[src/rtl/postfix_expression_evaluator_defines.svh]
// Assertion macros shared by the postfix evaluator RTL.
// Used by files that hold assertions; each macro expects clk and arst_n in scope.
`ifndef POSTFIX_EXPRESSION_EVALUATOR_DEFINES_SVH
`define POSTFIX_EXPRESSION_EVALUATOR_DEFINES_SVH

// Same-cycle implication, checked outside reset.
`define PFX_ASSERT_IMPL(lbl, ante, cons, msg) \
	lbl: assert property (@(posedge clk) disable iff (!arst_n) (ante) |-> (cons)) \
		else $error(msg);

// Next-cycle implication, checked outside reset.
`define PFX_ASSERT_NEXT(lbl, ante, cons, msg) \
	lbl: assert property (@(posedge clk) disable iff (!arst_n) (ante) |=> (cons)) \
		else $error(msg);

`endif

[src/rtl/pfx_pkg.sv]
// Shared types and constants of the postfix expression evaluator.
// Used by the controller, the datapath, the divider and the top level; no dependencies.
package pfx_pkg;

	// Word width of the stack and the arithmetic.
	localparam int WORD_W = 32;

	// Default sizes handed down from the top level.
	localparam int STACK_DEPTH_DEF = 16;
	localparam int MAX_DIGITS_DEF  = 4;

	// Character codes of interest.
	localparam logic [7:0] CH_ZERO = 8'h30;
	localparam logic [7:0] CH_NINE = 8'h39;
	localparam logic [7:0] CH_MUL  = 8'h2A;
	localparam logic [7:0] CH_ADD  = 8'h2B;
	localparam logic [7:0] CH_SUB  = 8'h2D;
	localparam logic [7:0] CH_DIV  = 8'h2F;

	// Sticky error codes.
	typedef enum logic [2:0] {
		ERR_NONE      = 3'd0,
		ERR_OVERFLOW  = 3'd1,
		ERR_UNDERFLOW = 3'd2,
		ERR_DIVZERO   = 3'd3,
		ERR_TOOLONG   = 3'd4
	} pfx_err_t;

	// Commands from the controller to the datapath.
	typedef struct packed {
		logic accept;
		logic op_exec;
		logic op_write;
		logic drain_load;
	} pfx_cmd_t;

	// Status from the datapath to the controller.
	typedef struct packed {
		logic op_go;
		logic op_is_div;
		logic div_zero;
		logic div_done;
		logic out_free;
		logic drain_last;
	} pfx_status_t;

endpackage

[src/rtl/pfx_div.sv]
// Iterative signed divider, one quotient bit per cycle, truncating toward zero.
// Depends on pfx_pkg and the assertion macros header.
`include "postfix_expression_evaluator_defines.svh"

module pfx_div (
	input  logic                         clk,
	input  logic                         arst_n,
	input  logic                         start,
	input  logic [pfx_pkg::WORD_W-1:0]   dividend,
	input  logic [pfx_pkg::WORD_W-1:0]   divisor,
	output logic                         done,
	output logic [pfx_pkg::WORD_W-1:0]   quotient
);

	localparam int WW = pfx_pkg::WORD_W;
	localparam int SW = $clog2(WW);

	logic          busy_q;
	logic          done_q;
	logic          neg_q;
	logic [SW-1:0] step_q;
	logic [WW-1:0] rem_q;
	logic [WW-1:0] quo_q;
	logic [WW-1:0] dvs_q;
	logic [WW-1:0] mag_a;
	logic [WW-1:0] mag_b;
	logic [WW:0]   shifted;
	logic [WW+1:0] diff;
	logic          fits;

	// Magnitudes of the operands; the most negative value maps onto itself as unsigned.
	assign mag_a = dividend[WW-1] ? (WW'(0) - dividend) : dividend;
	assign mag_b = divisor[WW-1] ? (WW'(0) - divisor) : divisor;

	// One restoring step: shift in the next dividend bit and try to subtract.
	assign shifted = {rem_q, quo_q[WW-1]};
	assign diff    = {1'b0, shifted} - {2'b00, dvs_q};
	assign fits    = !diff[WW+1];

	// Step counter and done pulse.
	always_ff @(posedge clk or negedge arst_n) begin
		if (!arst_n) begin
			busy_q <= 1'b0;
			done_q <= 1'b0;
			step_q <= '0;
		end else begin
			done_q <= 1'b0;
			if (start) begin
				busy_q <= 1'b1;
				step_q <= '0;
			end else if (busy_q) begin
				step_q <= step_q + 1'b1;
				if (step_q == SW'(WW - 1)) begin
					busy_q <= 1'b0;
					done_q <= 1'b1;
				end
			end
		end
	end

	// Remainder and quotient shift registers.
	always_ff @(posedge clk) begin
		if (start) begin
			rem_q <= '0;
			quo_q <= mag_a;
			dvs_q <= mag_b;
			neg_q <= dividend[WW-1] ^ divisor[WW-1];
		end else if (busy_q) begin
			rem_q <= fits ? diff[WW-1:0] : shifted[WW-1:0];
			quo_q <= {quo_q[WW-2:0], fits};
		end
	end

	assign done     = done_q;
	assign quotient = neg_q ? (WW'(0) - quo_q) : quo_q;

	`PFX_ASSERT_NEXT(a_done_single, done_q, !done_q, "divider done lasted more than one cycle")

endmodule

[src/rtl/pfx_dp.sv]
// Datapath of the postfix evaluator: digit collector, value stack memory, ALU and output register.
// Depends on pfx_pkg, pfx_div and the assertion macros header.
`include "postfix_expression_evaluator_defines.svh"

module pfx_dp #(
	parameter int STACK_DEPTH = pfx_pkg::STACK_DEPTH_DEF,
	parameter int MAX_DIGITS  = pfx_pkg::MAX_DIGITS_DEF
) (
	input  logic                        clk,
	input  logic                        arst_n,
	input  pfx_pkg::pfx_cmd_t           cmd,
	output pfx_pkg::pfx_status_t        status,
	input  logic [7:0]                  char_code,
	input  logic                        out_stall,
	output logic                        out_valid,
	output logic signed [31:0]          stack_value,
	output logic                        stack_empty,
	output logic [2:0]                  error_code,
	output logic                        final_entry
);

	localparam int WW = pfx_pkg::WORD_W;
	localparam int AW = $clog2(STACK_DEPTH);
	localparam int CW = $clog2(STACK_DEPTH + 1);
	localparam int PW = $clog2(10 ** MAX_DIGITS);
	localparam int DW = $clog2(MAX_DIGITS + 1);

	typedef enum logic [1:0] {OP_MUL, OP_ADD, OP_SUB, OP_DIV} op_t;

	logic [CW-1:0]     cnt_q;
	logic [PW-1:0]     pending_q;
	logic [DW-1:0]     dcnt_q;
	pfx_pkg::pfx_err_t err_q;
	op_t               op_q;
	logic              out_valid_q;
	logic [WW-1:0]     res_q;
	logic [WW-1:0]     top_rd_q;
	logic [WW-1:0]     nxt_rd_q;
	logic [WW-1:0]     value_q;
	logic              empty_q;
	logic              final_q;
	logic [2:0]        error_q;
	logic [WW-1:0]     stack_mem [STACK_DEPTH];

	logic              is_digit;
	logic              is_op;
	logic              is_sep;
	logic              full;
	logic              cnt_ge2;
	logic              digits_room;
	logic [3:0]        digit_val;
	logic [PW+3:0]     pend_x10;
	op_t               op_dec;
	logic              push_en;
	logic              wr_en;
	logic [AW-1:0]     wr_addr;
	logic [WW-1:0]     wr_data;
	logic [AW-1:0]     top_addr;
	logic [AW-1:0]     nxt_addr;
	logic              div_zero;
	logic              div_start;
	logic              div_done;
	logic [WW-1:0]     div_quot;
	logic              drain_last;
	logic              out_free;
	logic              err_set;
	pfx_pkg::pfx_err_t err_new;

	// Character classes.
	assign is_digit = (char_code >= pfx_pkg::CH_ZERO) && (char_code <= pfx_pkg::CH_NINE);
	assign is_op    = (char_code == pfx_pkg::CH_MUL) || (char_code == pfx_pkg::CH_ADD) ||
	                  (char_code == pfx_pkg::CH_SUB) || (char_code == pfx_pkg::CH_DIV);
	assign is_sep   = !is_digit && !is_op;

	// Decimal digits sit in the low nibble of their character code.
	assign digit_val   = char_code[3:0];
	assign pend_x10    = (PW+4)'({pending_q, 3'b000}) + (PW+4)'({pending_q, 1'b0}) +
	                     (PW+4)'(digit_val);
	assign digits_room = dcnt_q < DW'(MAX_DIGITS);

	always_comb begin
		op_dec = OP_ADD;
		priority if (char_code == pfx_pkg::CH_MUL) begin
			op_dec = OP_MUL;
		end else if (char_code == pfx_pkg::CH_SUB) begin
			op_dec = OP_SUB;
		end else if (char_code == pfx_pkg::CH_DIV) begin
			op_dec = OP_DIV;
		end
	end

	// Stack occupancy.
	assign full       = cnt_q == CW'(STACK_DEPTH);
	assign cnt_ge2    = cnt_q >= CW'(2);
	assign drain_last = cnt_q <= CW'(1);
	assign top_addr   = AW'(cnt_q - CW'(1));
	assign nxt_addr   = AW'(cnt_q - CW'(2));

	// Single write port: a push of the pending number or an operator result.
	assign push_en = cmd.accept && is_sep && (dcnt_q != '0) && !full;
	assign wr_en   = push_en || cmd.op_write;
	assign wr_addr = push_en ? AW'(cnt_q) : nxt_addr;
	assign wr_data = push_en ? WW'(pending_q) : res_q;

	// Stack memory, reading the two topmost entries every cycle.
	always_ff @(posedge clk) begin
		if (wr_en) begin
			stack_mem[wr_addr] <= wr_data;
		end
		top_rd_q <= stack_mem[top_addr];
		nxt_rd_q <= stack_mem[nxt_addr];
	end

	// Division unit, started once the operands are read and the divisor is nonzero.
	assign div_zero  = top_rd_q == '0;
	assign div_start = cmd.op_exec && (op_q == OP_DIV) && !div_zero;

	pfx_div u_div (
		.clk      (clk),
		.arst_n   (arst_n),
		.start    (div_start),
		.dividend (nxt_rd_q),
		.divisor  (top_rd_q),
		.done     (div_done),
		.quotient (div_quot)
	);

	// First error of the item, if any; the sticky register keeps only the earliest.
	always_comb begin
		err_set = 1'b0;
		err_new = pfx_pkg::ERR_NONE;
		priority if (cmd.accept && is_digit && !digits_room) begin
			err_set = 1'b1;
			err_new = pfx_pkg::ERR_TOOLONG;
		end else if (cmd.accept && is_op && !cnt_ge2) begin
			err_set = 1'b1;
			err_new = pfx_pkg::ERR_UNDERFLOW;
		end else if (cmd.accept && is_sep && (dcnt_q != '0) && full) begin
			err_set = 1'b1;
			err_new = pfx_pkg::ERR_OVERFLOW;
		end else if (cmd.op_exec && (op_q == OP_DIV) && div_zero) begin
			err_set = 1'b1;
			err_new = pfx_pkg::ERR_DIVZERO;
		end
	end

	assign out_free = !out_valid_q || !out_stall;

	// Stack count, digit collector, sticky error and output valid.
	always_ff @(posedge clk or negedge arst_n) begin
		if (!arst_n) begin
			cnt_q       <= '0;
			pending_q   <= '0;
			dcnt_q      <= '0;
			err_q       <= pfx_pkg::ERR_NONE;
			op_q        <= OP_ADD;
			out_valid_q <= 1'b0;
		end else begin
			if (err_set && (err_q == pfx_pkg::ERR_NONE)) begin
				err_q <= err_new;
			end
			if (cmd.accept) begin
				if (is_digit) begin
					if (digits_room) begin
						pending_q <= PW'(pend_x10);
						dcnt_q    <= dcnt_q + 1'b1;
					end
				end else if (is_op) begin
					op_q <= op_dec;
				end else if (dcnt_q != '0) begin
					if (!full) begin
						cnt_q <= cnt_q + 1'b1;
					end
					pending_q <= '0;
					dcnt_q    <= '0;
				end
			end
			if (cmd.op_write) begin
				cnt_q <= cnt_q - 1'b1;
			end
			if (cmd.drain_load) begin
				out_valid_q <= 1'b1;
			end else if (!out_stall) begin
				out_valid_q <= 1'b0;
			end
			// The last drained entry clears the stack count, the pending number and the sticky error.
			if (cmd.drain_load) begin
				if (drain_last) begin
					cnt_q     <= '0;
					pending_q <= '0;
					dcnt_q    <= '0;
					err_q     <= pfx_pkg::ERR_NONE;
				end else begin
					cnt_q <= cnt_q - 1'b1;
				end
			end
		end
	end

	// Operator result, from the ALU or the divider.
	always_ff @(posedge clk) begin
		if (cmd.op_exec) begin
			unique case (op_q)
				OP_MUL: res_q <= nxt_rd_q * top_rd_q;
				OP_ADD: res_q <= nxt_rd_q + top_rd_q;
				OP_SUB: res_q <= nxt_rd_q - top_rd_q;
				OP_DIV: res_q <= res_q;
			endcase
		end else if (div_done) begin
			res_q <= div_quot;
		end
	end

	// Output payload register.
	always_ff @(posedge clk) begin
		if (cmd.drain_load) begin
			value_q <= (cnt_q == '0) ? '0 : top_rd_q;
			empty_q <= cnt_q == '0;
			final_q <= drain_last;
			error_q <= err_q;
		end
	end

	assign out_valid   = out_valid_q;
	assign stack_value = value_q;
	assign stack_empty = empty_q;
	assign error_code  = error_q;
	assign final_entry = final_q;

	assign status.op_go      = is_op && cnt_ge2;
	assign status.op_is_div  = op_q == OP_DIV;
	assign status.div_zero   = div_zero;
	assign status.div_done   = div_done;
	assign status.out_free   = out_free;
	assign status.drain_last = drain_last;

	`PFX_ASSERT_IMPL(a_cnt_range, 1'b1, cnt_q <= CW'(STACK_DEPTH), "stack count beyond depth")
	`PFX_ASSERT_IMPL(a_load_free, cmd.drain_load, out_free, "output loaded while still held")
	`PFX_ASSERT_NEXT(a_op_pop, cmd.op_write, cnt_q == CW'($past(cnt_q) - 1'b1), "operator did not pop one")

endmodule

[src/rtl/pfx_ctrl.sv]
// Controller of the postfix evaluator: sequences operators, division and the stack drain.
// Depends on pfx_pkg; drives the datapath through command and status structs.
module pfx_ctrl (
	input  logic                  clk,
	input  logic                  arst_n,
	input  logic                  in_valid,
	input  logic                  end_of_text,
	output logic                  in_stall,
	input  pfx_pkg::pfx_status_t  status,
	output pfx_pkg::pfx_cmd_t     cmd
);

	typedef enum logic [2:0] {
		S_IDLE,
		S_OP_EXEC,
		S_DIV_WAIT,
		S_OP_WRITE,
		S_DRAIN_RD,
		S_DRAIN_LD
	} state_t;

	state_t state_q;
	logic   eot_q;

	// State register and the remembered end-of-text mark.
	always_ff @(posedge clk or negedge arst_n) begin
		if (!arst_n) begin
			state_q <= S_IDLE;
			eot_q   <= 1'b0;
		end else begin
			unique case (state_q)
				S_IDLE: begin
					if (in_valid) begin
						eot_q <= end_of_text;
						if (status.op_go) begin
							state_q <= S_OP_EXEC;
						end else if (end_of_text) begin
							state_q <= S_DRAIN_RD;
						end
					end
				end
				S_OP_EXEC: begin
					if (status.op_is_div && status.div_zero) begin
						state_q <= eot_q ? S_DRAIN_RD : S_IDLE;
					end else if (status.op_is_div) begin
						state_q <= S_DIV_WAIT;
					end else begin
						state_q <= S_OP_WRITE;
					end
				end
				S_DIV_WAIT: begin
					if (status.div_done) begin
						state_q <= S_OP_WRITE;
					end
				end
				S_OP_WRITE: begin
					state_q <= eot_q ? S_DRAIN_RD : S_IDLE;
				end
				S_DRAIN_RD: begin
					state_q <= S_DRAIN_LD;
				end
				S_DRAIN_LD: begin
					if (status.out_free) begin
						state_q <= status.drain_last ? S_IDLE : S_DRAIN_RD;
					end
				end
				default: begin
					state_q <= S_IDLE;
				end
			endcase
		end
	end

	// Commands decoded from the state.
	assign in_stall       = state_q != S_IDLE;
	assign cmd.accept     = (state_q == S_IDLE) && in_valid;
	assign cmd.op_exec    = state_q == S_OP_EXEC;
	assign cmd.op_write   = state_q == S_OP_WRITE;
	assign cmd.drain_load = (state_q == S_DRAIN_LD) && status.out_free;

endmodule

[src/rtl/postfix_expression_evaluator.sv]
// Postfix expression evaluator: one text byte per input item, stack drained at end of text.
// Depends on pfx_pkg, pfx_ctrl and pfx_dp.
//
// Input channel: in_valid / in_stall with char_code and end_of_text. Digits build a
// pending number; other non-operator bytes push it; * + - / pop two and push one.
// Output channel: out_valid / out_stall with stack_value, stack_empty, error_code and
// final_entry. Results appear only after a byte marked end_of_text: the stack from top
// to bottom, or a single empty marker, with final_entry on the last one.
// Sequence: a digit or separator is taken without leaving idle. An operator *, + or -
// passes through stack read, ALU and write back. A division waits before write back for
// the divider, which gives one quotient bit per cycle. An operator on fewer than two
// entries only sets the error; a division by zero returns without a write back. The drain
// reads each stack entry from memory and then loads it into the output register. in_stall
// is high from the cycle after an operator on two or more entries or an end byte until the
// block is done. Reset empties the stack and clears the pending number and the sticky
// error; no clearing pass is needed. While out_stall is high the output holds and the
// drain waits; other bytes are still taken while the last result waits.
module postfix_expression_evaluator #(
	parameter int STACK_DEPTH = pfx_pkg::STACK_DEPTH_DEF,
	parameter int MAX_DIGITS  = pfx_pkg::MAX_DIGITS_DEF
) (
	input  logic               clk,
	input  logic               arst_n,
	input  logic               in_valid,
	output logic               in_stall,
	input  logic [7:0]         char_code,
	input  logic               end_of_text,
	output logic               out_valid,
	input  logic               out_stall,
	output logic signed [31:0] stack_value,
	output logic               stack_empty,
	output logic [2:0]         error_code,
	output logic               final_entry
);

	pfx_pkg::pfx_cmd_t    cmd;
	pfx_pkg::pfx_status_t status;

	// Sequencer.
	pfx_ctrl u_ctrl (
		.clk         (clk),
		.arst_n      (arst_n),
		.in_valid    (in_valid),
		.end_of_text (end_of_text),
		.in_stall    (in_stall),
		.status      (status),
		.cmd         (cmd)
	);

	// Stack, arithmetic and output register.
	pfx_dp #(
		.STACK_DEPTH (STACK_DEPTH),
		.MAX_DIGITS  (MAX_DIGITS)
	) u_dp (
		.clk         (clk),
		.arst_n      (arst_n),
		.cmd         (cmd),
		.status      (status),
		.char_code   (char_code),
		.out_stall   (out_stall),
		.out_valid   (out_valid),
		.stack_value (stack_value),
		.stack_empty (stack_empty),
		.error_code  (error_code),
		.final_entry (final_entry)
	);

endmodule

[config.mk]
export PLATFORM = sky130hd
export DESIGN_NAME = postfix_expression_evaluator
export DESIGN_NICKNAME = d
export VERILOG_FILES = /design/src/rtl/pfx_pkg.sv /design/src/rtl/pfx_div.sv /design/src/rtl/pfx_dp.sv /design/src/rtl/pfx_ctrl.sv /design/src/rtl/postfix_expression_evaluator.sv
export VERILOG_INCLUDE_DIRS = /design/src /design/src/rtl
export SDC_FILE = /design/constraint.sdc
export NUM_CORES = 2
export LEC_CHECK = 0
export ABC_AREA = 1
export BUFFER_PORTS_ARGS = -buffer_cell sky130_fd_sc_hd__buf_2
export CAP_MARGIN = 20
export CORE_MARGIN = 5
export CORE_UTILIZATION = 43
export CTS_BUF_LIST = sky130_fd_sc_hd__clkbuf_4
export DETAILED_ROUTE_END_ITERATION = 12
export SETUP_SLACK_MARGIN = 0.4
export SKIP_CTS_REPAIR_TIMING = 1
export SLEW_MARGIN = 10
export SYNTH_ARGS = -nofsm -noshare
export SYNTH_HDL_FRONTEND = slang
export SYNTH_HIERARCHICAL = 1
export SYNTH_SLANG_ARGS = --single-unit
[constraint.sdc]
create_clock -name clk -period 12.6 [get_ports clk]
set_clock_uncertainty 0.05 [all_clocks]
set_input_delay 0.63 -clock clk [delete_from_list [all_inputs] [get_ports clk]]
set_output_delay 0.63 -clock clk [all_outputs]
set_load 0.005 [all_outputs]
==> results.py <==
metrics = {
    "die": {
        "die_y_um": 385,
        "io_pins": 52,
        "dieArea_um2": 148000,
        "fp.dieW_um": 385,
        "core-area_um2": 140000,
        "start_util_pct": 43.3,
        "rows": 137,
    },
    "grt": {
        "grt_overflow": 0,
        "grt_pass1_vias": 49700,
        "antenna_found_initial": 14,
        "grt_pass1_wl_mm": 295,
        "grt_use_total_pct": 26.2,
        "grt_max_degree": 187,
    },
    "drt": {
        "drt_iter0_markers": 4894,
        "vias_per_cell": 5.42,
        "drtAntennaViolNets": 0,
        "wl_per_cell_um": 20.8,
        "routed_wl_mm": 197,
        "dr_total_vias": 51300,
        "dr.pass1.iters": 6,
        "drc": 0,
    },
    "setup_path": {
        "r2r_slack_ns": 4.80,
        "worst_setup_path_end_kind": "flop",
        "rr_worst_depth": 25,
        "critical_path_class": "flop to flop",
        "required_ns": 13.49,
        "cp-start-kind": "flop",
        "r2r_end": "u_dp/res_q[30]$_DFFE_PP_",
        "rr_startpoint": "u_dp/top_rd_q[18]$_DFF_P_",
        "arrival_ns": 8.69,
        "critPathMaxFanout": 21,
    },
    "sta": {
        "setup_viol": 0,
        "timing.hold.ws_ns": 0.0755,
        "drv_slew": 0,
        "layout_min_cycle_time_ns": 7.80,
        "grt_setup_unrepaired": "no",
        "final.setup.tns_ns": 0,
        "worst_slew_pin_slew_ns": 1.20,
        "fin_crit_sh_pct": 61.9,
        "fmax_ghz": 0.128,
        "finalHoldViolations": 0,
        "slew_headroom_pct": 20.1,
    },
    "finish": {
        "area_growth_pct": 8.41,
        "drive_gt1_share_pct": 8.25,
        "final_common_cell": "nand2_1",
        "final_cell_mix": "nand2_1, inv_1, o21ai_0",
        "fill_cells": 13700,
        "fin_nets": 8040,
    },
    "synth": {
        "synthFlopType": "edfxtp_1",
        "synth.distinct_cells": 67,
        "synth_nets": 8043,
        "syn-cell-area_um2": 60400,
        "ys_ff_latch": 781,
        "postSynthAreaPerCell_um2": 8.17,
        "ys_async_sr_fraction_pct": 4.99,
        "synth_cells": 7391,
        "synth_edf_count": 646,
        "synth-warning-count": 6,
        "synth_seq_area_share_pct": 36.9,
    },
    "clock_tree": {
        "clock_latency_ns": 1.21,
        "cts_root_buffer": "clkbuf_4",
        "clock_sinks": 781,
        "htree_num_levels": 4,
        "cts_buffers": 209,
        "clk_pin_slew_ns": 0.06,
        "cts_buffer_depth": 3,
        "cts_tree": "done",
    },
    "run_status": {
        "status": "completed",
    },
    "worst_hold_path": {
        "worstHoldPathType": "primary input to flop",
        "hold_path_depth": 5,
        "min-delay-start": "char_code[2]",
        "min_to": "u_dp/pending_q[2]$_DFF_PN0_",
    },
    "placement": {
        "hpwl_mm": 130,
        "port_buffers": 51,
        "gp_congestion": 0.938,
    },
    "run": {
        "drv_cap": 0,
    },
}
-- through the flow --
| stage | setup WS, ns | utilization [%] | area [um2] | std cells |
|---|---|---|---|---|
| final | 4.80 | 46.9 | 65500 | 9456 |
| after global placement | 4.90 | 44.7 | 62400 | 9030 |
| after detailed placement | 4.85 | 44.7 | 62400 | 9030 |
| after CTS | 4.86 | 46.7 | 65200 | 9421 |
| after floorplan | 5.70 | - | 60400 | 7391 |
| after global routing | 4.51 | 46.9 | 65500 | 9453 |
-- synthesized netlist by cell type (36+ instances only) --
cell type / count / area, um2
nand2_1: 1489 / 5590
fa_1: 412 / 8250
nand3_1: 299 / 1500
clkbuf_1: 286 / 1070
xor2_1: 91 / 797
o22ai_1: 88 / 551
edfxtp_1: 646 / 19400
inv_1: 1377 / 5170
xnor2_1: 61 / 534
o221ai_1: 57 / 499
dfrtp_1: 38 / 951
dfxtp_1: 96 / 1920
buf_2: 48 / 240
o211ai_1: 125 / 938
a21oi_1: 360 / 1800
o21ai_0: 688 / 3440
ha_1: 227 / 2840
nor2_1: 598 / 2240
buf_1: 50 / 188
nand4_1: 46 / 288
a31oi_1: 36 / 225
-- worst max path at each step --
stage	cells past startpoint	end	from
global placement	25	u_dp/res_q[31]$_DFFE_PP_	u_dp/top_rd_q[20]$_DFF_P_
CTS	25	u_dp/res_q[30]$_DFFE_PP_	u_dp/top_rd_q[18]$_DFF_P_
finish	25	u_dp/res_q[30]$_DFFE_PP_	u_dp/top_rd_q[18]$_DFF_P_
floorplan	27	u_dp/res_q[30]$_DFFE_PP_	u_dp/top_rd_q[17]$_DFF_P_
detailed placement	25	u_dp/res_q[30]$_DFFE_PP_	u_dp/top_rd_q[18]$_DFF_P_
global route	25	u_dp/res_q[30]$_DFFE_PP_	u_dp/top_rd_q[21]$_DFF_P_
-- flip-flops by register name (all words and copies together), names as in the netlist --
register           cells
u_dp/stack_mem       512
u_dp/nxt_rd_q         32
u_dp/res_q            32
u_dp/stack_value      32
u_dp/top_rd_q         32
u_dp/u_div/dvs_q      32
u_dp/u_div/quo_q      32
u_dp/u_div/rem_q      32
u_dp/pending_q        14
u_dp/cnt_q             5
u_dp/u_div/step_q      5
u_ctrl/state_q         3
u_dp/dcnt_q            3
u_dp/err_q             3
u_dp/error_code        3
u_dp/op_q              2
u_ctrl/eot_q           1
u_dp/final_entry       1
u_dp/out_valid         1
u_dp/stack_empty       1
u_dp/u_div/busy_q      1
u_dp/u_div/done        1
u_dp/u_div/neg_q       1
-- cell type report --
class	instances	area [um2]	share of cell area [%]
Clock inverter	104	624	0.954
Sequential cell	781	22300	34.1
Multi-Input combinational cell	4813	31400	47.9
Antenna cell	12	30.0	0.0459
Inverter	1398	5270	8.05
Tap cell	1876	2350	3.59
Clock buffer	287	2150	3.29
Timing Repair Buffer	185	1380	2.10
-- layer usage --
| layer | track usage [%] | vias to the layer above | share of wire (%) |
|---|---|---|---|
| li1 | - | 24000 | - |
| met1 | 34.5 | 24700 | 41 |
| met2 | 42.9 | 2155 | 46 |
| met3 | 4.38 | 489 | 8.4 |
| met4 | 11.1 | 6 | 4.2 |
| met5 | 0 | - | 0.019 |
-- critical path, cell delays in order (launching register included) --
cell     delay [ns]
dfxtp_1        1.10
nand2_1        0.17
fa_1           0.58
inv_1          0.07
fa_1           0.53
inv_1          0.05
fa_1           0.50
inv_1          0.05
fa_1           0.53
inv_1          0.05
fa_1           0.45
fa_1           0.49
inv_1          0.05
fa_1           0.53
fa_1           0.42
ha_1           0.37
inv_1          0.10
nor3_1         0.34
nand2_1        0.12
or2_2          0.32
nand4_1        0.15
a21oi_1        0.08
o21ai_1        0.15
o21ai_0        0.12
nand2_1        0.08
nand2_1        0.07
-- kinds of logic after synthesis --
family / after synthesis / synth area share (%)
AOI/OAI and AO/OA: 1450 / 13.5
and+or+nand+nor: 2572 / 17.6
adders and majority gates: 639 / 18.4
xor gates and xnor gates: 152 / 2.20
buffers and inverters: 1797 / 11.4
DFF: 781 / 36.9
Power is left out: the tool's default activity adds up to more than one toggle a clock period on the data nets, which glitch-free logic cannot reach.
